File: config.mk
export PLATFORM = sky130hd
export DESIGN_NAME = pqls_sum_tree
export DESIGN_NICKNAME = d
export VERILOG_FILES = /design/src/design/pqls_pkg.sv /design/src/design/pqls_sum_tree.sv
export SDC_FILE = /design/constraint.sdc
export NUM_CORES = 1
export LEC_CHECK = 0
export BUFFER_PORTS_ARGS = -buffer_cell sky130_fd_sc_hd__buf_2
export CAP_MARGIN = 10
export CORE_AREA = 2 2 213 215
export CTS_CLUSTER_SIZE = 8
export DETAILED_ROUTE_END_ITERATION = 8
export DIE_AREA = 0 0 215 217
export GPL_TIMING_DRIVEN = 1
export PLACE_DENSITY = 0.67
export SYNTH_ARGS = -nofsm -noshare
export SYNTH_HDL_FRONTEND = slang
export SYNTH_SLANG_ARGS = --single-unit
File: constraint.sdc
create_clock -name clock -period 4.9 [get_ports clock]
set_input_delay 0.735 -clock clock [delete_from_list [all_inputs] [get_ports clock]]
set_output_delay 0.735 -clock clock [all_outputs]
set_load 0.05 [all_outputs]
File: src/design/pqls_pkg.sv
`default_nettype none
// ----------------------------------------------------------------------------
// pqls_pkg: shared sizes and types of the pq lookup score engine
// table geometry, word widths and the registered write-port bundle
// ----------------------------------------------------------------------------
package pqls_pkg;

   localparam int SUBSPACES   = 16;
   localparam int CENTROIDS   = 256;
   localparam int VALUE_WIDTH = 32;

   localparam int TABLE_DEPTH = SUBSPACES * CENTROIDS;
   localparam int INDEX_WIDTH = 12;
   localparam int IN_WIDTH    = 32;
   localparam int CODE_WIDTH  = 8;
   localparam int CODES_WIDTH = 64;
   localparam int SCORE_WIDTH = 36;
   localparam int CENT_AW     = (CENTROIDS > 1) ? $clog2(CENTROIDS) : 1;

   // adder tree always runs sixteen lanes, unused lanes carry zero
   localparam int TREE_LANES  = 16;
   localparam int TREE_QUADS  = TREE_LANES / 4;
   localparam int QUAD_WIDTH  = VALUE_WIDTH + 2;
   localparam int SUM_WIDTH   = VALUE_WIDTH + 4;
   localparam int WIDE_WIDTH  = ((SUM_WIDTH > SCORE_WIDTH) ? SUM_WIDTH : SCORE_WIDTH) + 1;

   typedef logic signed [VALUE_WIDTH-1:0] value_type;
   typedef logic signed [SCORE_WIDTH-1:0] score_type;

   typedef struct packed {
      logic [SUBSPACES-1:0] bank_en;
      logic [CENT_AW-1:0]   addr;
      value_type            data;
   } pqls_wr_type;

   localparam logic OP_WRITE = 1'b0;
   localparam logic OP_SCORE = 1'b1;

endpackage
`default_nettype wire

File: src/design/pqls_sum_tree.sv
`default_nettype none
// ----------------------------------------------------------------------------
// pqls_sum_tree: two-stage registered adder tree
// sixteen lanes to four quad sums, then to one saturated score
// ----------------------------------------------------------------------------
module pqls_sum_tree
   import pqls_pkg::*;
(
   input  wire logic      clock,
   input  wire logic      reset,
   input  wire logic      in_valid,
   input  wire value_type in_lanes [TREE_LANES],
   output logic           out_valid,
   output score_type      out_score
);

   localparam logic signed [WIDE_WIDTH-1:0] SCORE_MAX =
      {{(WIDE_WIDTH-SCORE_WIDTH+1){1'b0}}, {(SCORE_WIDTH-1){1'b1}}};
   localparam logic signed [WIDE_WIDTH-1:0] SCORE_MIN =
      {{(WIDE_WIDTH-SCORE_WIDTH+1){1'b1}}, {(SCORE_WIDTH-1){1'b0}}};

   logic                         quad_valid_ff;
   logic signed [QUAD_WIDTH-1:0] quad_ff [TREE_QUADS];
   logic signed [QUAD_WIDTH-1:0] quad_in [TREE_QUADS];
   logic signed [SUM_WIDTH-1:0]  total;
   logic signed [WIDE_WIDTH-1:0] total_wide;
   score_type                    score_in;
   score_type                    score_ff;
   logic                         valid_ff;

   always_comb begin
      for (int q = 0; q < TREE_QUADS; q++) begin
         quad_in[q] = QUAD_WIDTH'(in_lanes[4*q])   + QUAD_WIDTH'(in_lanes[4*q+1])
                    + QUAD_WIDTH'(in_lanes[4*q+2]) + QUAD_WIDTH'(in_lanes[4*q+3]);
      end
   end

   always_comb begin
      total = '0;
      for (int q = 0; q < TREE_QUADS; q++) begin
         total = total + SUM_WIDTH'(quad_ff[q]);
      end
      total_wide = WIDE_WIDTH'(total);
      if (total_wide > SCORE_MAX) begin
         score_in = SCORE_MAX[SCORE_WIDTH-1:0];
      end else if (total_wide < SCORE_MIN) begin
         score_in = SCORE_MIN[SCORE_WIDTH-1:0];
      end else begin
         score_in = total_wide[SCORE_WIDTH-1:0];
      end
   end

   always_ff @(posedge clock) begin
      if (reset) begin
         quad_valid_ff <= 1'b0;
         valid_ff      <= 1'b0;
      end else begin
         quad_valid_ff <= in_valid;
         valid_ff      <= quad_valid_ff;
      end
   end

   always_ff @(posedge clock) begin
      quad_ff  <= quad_in;
      score_ff <= score_in;
   end

   assign out_valid = valid_ff;
   assign out_score = score_ff;

endmodule
`default_nettype wire
---- Yosys cells after proc, flatten, opt, wreduce, memory -nomap -nowiden ----
Index checks and enable logic that the tools add are counted.
cells by class
  order comparisons ....................... 2
  $add $sub $neg .......................... 15
  multiplexer cells ....................... 1
operator list
  operator                                                number
  adder 33 x 32 -> 34 bit                                 4
  adder 34 x 32 -> 34 bit                                 4
  adder 32 x 32 -> 33 bit                                 4
  adder 35 x 34 -> 36 bit                                 1
  adder 36 x 34 -> 36 bit                                 1
  greater-than comparator 36 bit (second input constant)  1
  less-than comparator 36 bit (second input constant)     1
  two-way mux 36 bit                                      1
  adder 34 x 34 -> 35 bit                                 1
storage, ports and cells
  flip-flop bits (word level) ............. 174
  output and inout bits ................... 37
  word-level logic and storage cells ...... 25
  input port bits ......................... 515

---- Longest topological paths before layout ----
  depth after elaboration ................. 5
  depth in mapped cells ................... 15
  mapped depth without buffers ............ 15

---- Least setup slack after synthesis ----
Ideal clock, no wire load.
  path kind ............................... input -> register
  start point ............................. input port in_lanes[401] (netlist bit)
  end point ............................... register quad_ff[132] (netlist bit)
  required time ........................... 4,828 ps
  setup time .............................. 72 ps
  cell stages on the path ................. 12
  setup slack ............................. 802 ps
  arrival ................................. 4,026 ps
  buffers on the path ..................... 0
  path through ............................ fa_1 > fa_1 > ha_1 > a21o_1 > a21o_1 > a221o_1 > o21ai_0 > o221ai_2 > or4_1 > a31o_2 > a21oi_2 > xnor2_1
RTL lines
  what                  line                 RTL
  from (decl)           pqls_sum_tree.sv:12  input wire value_type in_lanes [TREE_LANES],
  to (signal assigned)  pqls_sum_tree.sv:64  quad_ff <= quad_in;
  to (decl)             pqls_sum_tree.sv:23  logic signed [QUAD_WIDTH-1:0] quad_ff [TREE_QUADS];

---- Worst setup path after layout ----
  start point ............................. register quad_ff[1] (netlist bit)
  end point ............................... register score_ff[33] (netlist: out_score[33])
between the ends
  cells in the longest elaborated chain, start to end .. 3
  elaborated cells between the ends (all ways) .. 4
  those cells by class .................... add/sub: 1; order compare: 2; mux: 1
RTL lines
  what                         line                 RTL
  adder 36 x 34 -> 36 bit *    pqls_sum_tree.sv:41  total = total + SUM_WIDTH'(quad_ff[q]);
  less-than comparator 36 bit  pqls_sum_tree.sv:46  end else if (total_wide < SCORE_MIN) begin
  two-way mux 36 bit           pqls_sum_tree.sv:46
  to (signal assigned)         pqls_sum_tree.sv:65  score_ff <= score_in;
  to (decl)                    pqls_sum_tree.sv:28  score_type score_ff;
Mark *: on every way between the ends. The rest lies on a longest branch, timed or not.
A chain may end at the register's enable or synchronous reset.

==> results by stage <==
Synth:
- The total of flip-flops plus latches after synthesis is 174.
- The average cell area after synthesis is 10.4 um2.
- The proportion of register bits with asynchronous set or reset after synthesis is 0%.
- The number of nets handed over by synthesis was 2810.
- The fraction of the yosys area taken by sequential cells is 18.6%.
- The top flip-flop cell by instance count after synthesis is sky130_fd_sc_hd__dfxtp_1.
- The Yosys step of the flow raised 0 warnings.
- The synthesized instance count is 1799.
- The post-synth design cell area is 18700 um2.
- Synthesis instantiated 66 different standard cells from the library.
- The number of enable-type register cells in the synthesized netlist is 0.

Critical path:
- The worst setup path is of the flop to flop kind.
- At the worst endpoint, the arrival time is 4800 ps.
- Among the stages of the critical path, the cell type that occurs most often is sky130_fd_sc_hd__fa_1.
- The slowest stage of the critical path is the sky130_fd_sc_hd__fa_1 cell.
- The critical path launch point type is a flop.
- Of all nets on the critical path, the largest fanout is 3.
- The required time at the worst-slack endpoint is 5260 ps.
- The gate family responsible for the most delay along the worst path is compound AO/OA/AOI/OAI gates.
- The buffering stage count on the worst path with inverters included is 2.
- STA classifies the critical path endpoint as a flop.
- The critical path goes through inv_1 -> fa_1 -> fa_1 -> inv_1 -> ha_1 -> fa_1 -> a21oi_1 -> a2bb2oi_1 -> a211o_1 -> a21o_1 -> a31oi_1 -> o31ai_1 -> o21ai_0 -> a211oi_1 -> xnor2_1.
- The largest single stage delay on the critical path is 520 ps.

Floorplanning:
- The initial utilization of the core area, before any placement, comes to 41.8%.
- In this run the standard cell core region covers 44700 um2.
- The overall die area is 46700 um2.
- The boundary pin count is 552.
- The site row count is 78.
- Measured along the y axis, the die boundary spans 217 um.
- The width of the die is 215 um.

Clocking:
- Clock tree synthesis inserted a total of 17 buffers.
- The number of cells upsized or downsized after cts is 0.
- The clock latency of the later-clocked register in the worst-skew pair is 440 ps.
- The post-cts hold buffer count is 0.
- The CTS tree is yes.
- The clock passes through at most 2 buffers.
- The CTS clock-pin slew for the worst setup and hold paths is 70 ps.
- The maximum level of the CTS H-tree is 4.
- The number of clock sinks is 174.
- The cell chosen for the clock root is sky130_fd_sc_hd__clkbuf_16.
- The number of buffers inserted by post-CTS setup repair is 0.

Final layout:
- The fill cell instance count of the final layout is 4194.
- The post-route netlist has 25.1% of its cells at a drive strength greater than 1.
- The storage element area is 3480 um2.
- In the final layout, the multi-input gates occupy 14300 um2.
- The area growth from synthesis to layout is 21.9%.
- The layout net count is 3371.
- The repair_antennas step left the layout with diodes totalling 0.

STA:
- The time the worst path needs with I/O delays and setup is 4440 ps.
- Between clock sinks in the finished design, the worst skew comes to 7.54 ps.
- The total negative slack for setup checks is 0 ps.
- The final number of hold-violating endpoints was 0.
- The actual transition at the worst max-transition pin is 699 ps.
- Headroom to the max-slew limit came out at 52.9%.
- The achievable frequency is 225 MHz.
- The count of endpoints failing setup in the final report is 0.
- Setup repair after global routing left no endpoint under its margin.
- The number of slew-limit violations in the final report is 0.
- The final period utilization is 90.6%.

Outcome:
- The flow ran to the end, and the final reports show no timing, DRC or antenna violations.

Routing:
- Once detail routing completed, the nets flagged for antenna violations numbered 0.
- Across all layers, the routed design uses 14800 vias.
- The detail-routed via count per cell is 4.98.
- After detailed routing, the number of remaining DRC violations is 0.
- Wires add up to 48400 um.
- The iteration count of the initial detailed-routing pass is 5.
- In the final routed layout, each cell accounts on average for 16.3 um.
- The initial detailed-routing violation count is 615.

Global route:
- The largest net degree at the start of global routing is 17.
- The total routing resource utilization after global routing is 20.8%.
- The first global-routing pass estimated 76300 um of wire.
- The number of antenna violations at the first check in global routing was 1.
- The global-route congestion overflow total is 0.
- The via count of the first global-routing pass is 15600.

Placed design:
- The weighted congestion reported at the end of routability-driven placement is 0.878.
- The HPWL reported at the end of detailed placement is 43600 um.
- Input and output buffers added on the ports amount to 551.

Min path:
- The min-delay analysis places its worst path in the category flop to flop.

Flow run:
- Max-cap violations in this run came to 0.
stage by stage:
| stage | worst slack, ps | hold slack, ps | instances | cell area [um2] | util, % |
|---|---|---|---|---|---|
| floorplan | 802 | 414 | 1799 | 18700 | - |
| global placement | 230 | 427 | 2941 | 22200 | 49.6 |
| detailed placement | 182 | 438 | 2941 | 22200 | 49.6 |
| CTS | 458 | 442 | 2971 | 22800 | 51.0 |
| global route | 240 | 456 | 2971 | 22800 | 51.0 |
| finish | 460 | 450 | 2971 | 22800 | 51.0 |
cell families (layout without fill, tap and decap cells):
logic type | after synthesis | after routing | synth area share (%)
AO/OA/AOI/OAI | 441 | 441 | 15.5
AND/OR/NAND/NOR | 300 | 300 | 7.86
flip-flops | 174 | 174 | 18.6
adder cells (fa/ha/maj) | 496 | 496 | 46.4
multiplexers | 1 | 1 | 0.0536
XOR/XNOR | 139 | 139 | 6.51
buffers and inverters | 248 | 820 | 5.03
final timing paths:
path	endpoint	slack, ps	cells after the start	startpoint
worst min register to register	out_valid	450	1	quad_valid_ff
worst min-delay path	out_valid	450	1	quad_valid_ff
worst max-delay path	out_score[33]	460	15	quad_ff[1]
worst max register to register	out_score[33]	460	15	quad_ff[1]
placed cells by master, fill, tap and decap left out, types with 4 or more instances in the layout:
cell	n
sky130_fd_sc_hd__buf_2	551
sky130_fd_sc_hd__fa_1	329
sky130_fd_sc_hd__inv_1	235
sky130_fd_sc_hd__dfxtp_1	174
sky130_fd_sc_hd__ha_1	167
sky130_fd_sc_hd__a21oi_1	137
sky130_fd_sc_hd__xnor2_1	96
sky130_fd_sc_hd__nor2_1	89
sky130_fd_sc_hd__a21o_1	85
sky130_fd_sc_hd__nand2_1	70
sky130_fd_sc_hd__o21ai_0	66
sky130_fd_sc_hd__xor2_1	43
sky130_fd_sc_hd__o21a_1	27
sky130_fd_sc_hd__nand3_1	26
sky130_fd_sc_hd__a211oi_1	24
sky130_fd_sc_hd__nor2b_1	22
sky130_fd_sc_hd__nor3_1	19
sky130_fd_sc_hd__clkbuf_16	17
sky130_fd_sc_hd__and3_1	14
sky130_fd_sc_hd__a31oi_1	12
sky130_fd_sc_hd__nand4_1	11
sky130_fd_sc_hd__o21bai_1	11
sky130_fd_sc_hd__nand2b_1	11
sky130_fd_sc_hd__and4_1	10
sky130_fd_sc_hd__a211o_1	8
sky130_fd_sc_hd__o31ai_1	8
sky130_fd_sc_hd__o211ai_1	8
sky130_fd_sc_hd__and2_1	6
sky130_fd_sc_hd__or3_1	6
sky130_fd_sc_hd__o31a_1	5
sky130_fd_sc_hd__a41oi_1	5
sky130_fd_sc_hd__o22ai_1	4
sky130_fd_sc_hd__a221o_1	4
sky130_fd_sc_hd__a2111oi_0	4
sky130_fd_sc_hd__bufinv_16	4
sky130_fd_sc_hd__buf_4	4
flip-flops by register name, indices dropped and copies added, names as in the netlist:
| register | cells |
|---|---|
| out_valid | 1 |
| quad_ff | 136 |
| quad_valid_ff | 1 |
| out_score | 36 |
cell usage after synthesis, drive strengths merged (12+ instances only):
library cell | instances | share of area [%]
ha | 167 | 11
nand3 | 26 | 0.70
xnor2 | 96 | 4.5
fa | 329 | 35
inv | 235 | 4.7
nor2 | 89 | 1.8
a211oi | 24 | 0.96
nand2 | 71 | 1.4
a21oi | 138 | 3.7
dfxtp | 174 | 19
and3 | 14 | 0.47
a21o | 85 | 3.4
o21a | 27 | 1.1
nor3 | 19 | 0.51
xor2 | 43 | 2.0
nor2b | 23 | 0.81
o21ai | 66 | 1.8
a31oi | 12 | 0.40
layout make-up:
type                            instances  share of cell area (%)
Clock inverter                          9                   0.703
Timing Repair Buffer                  555                    12.2
Clock buffer                           21                    1.98
Tap cell                              600                    3.30
Sequential cell                       174                    15.3
Inverter                              235                    3.87
Multi-Input combinational cell       1377                    62.6
per-layer routing:
layer	up-vias	wire length [um]	track usage, %	share of wire, %
met2	445	25600	39.3	53
met3	51	2560	3.61	5.3
li1	7203	-	-	-
met5	-	9	0	0.019
met1	7099	19300	24.4	40
met4	2	883	4.85	1.8
Power is not shown: default switching activity piles up to over one toggle a cycle in this logic, so the estimate is an artifact.
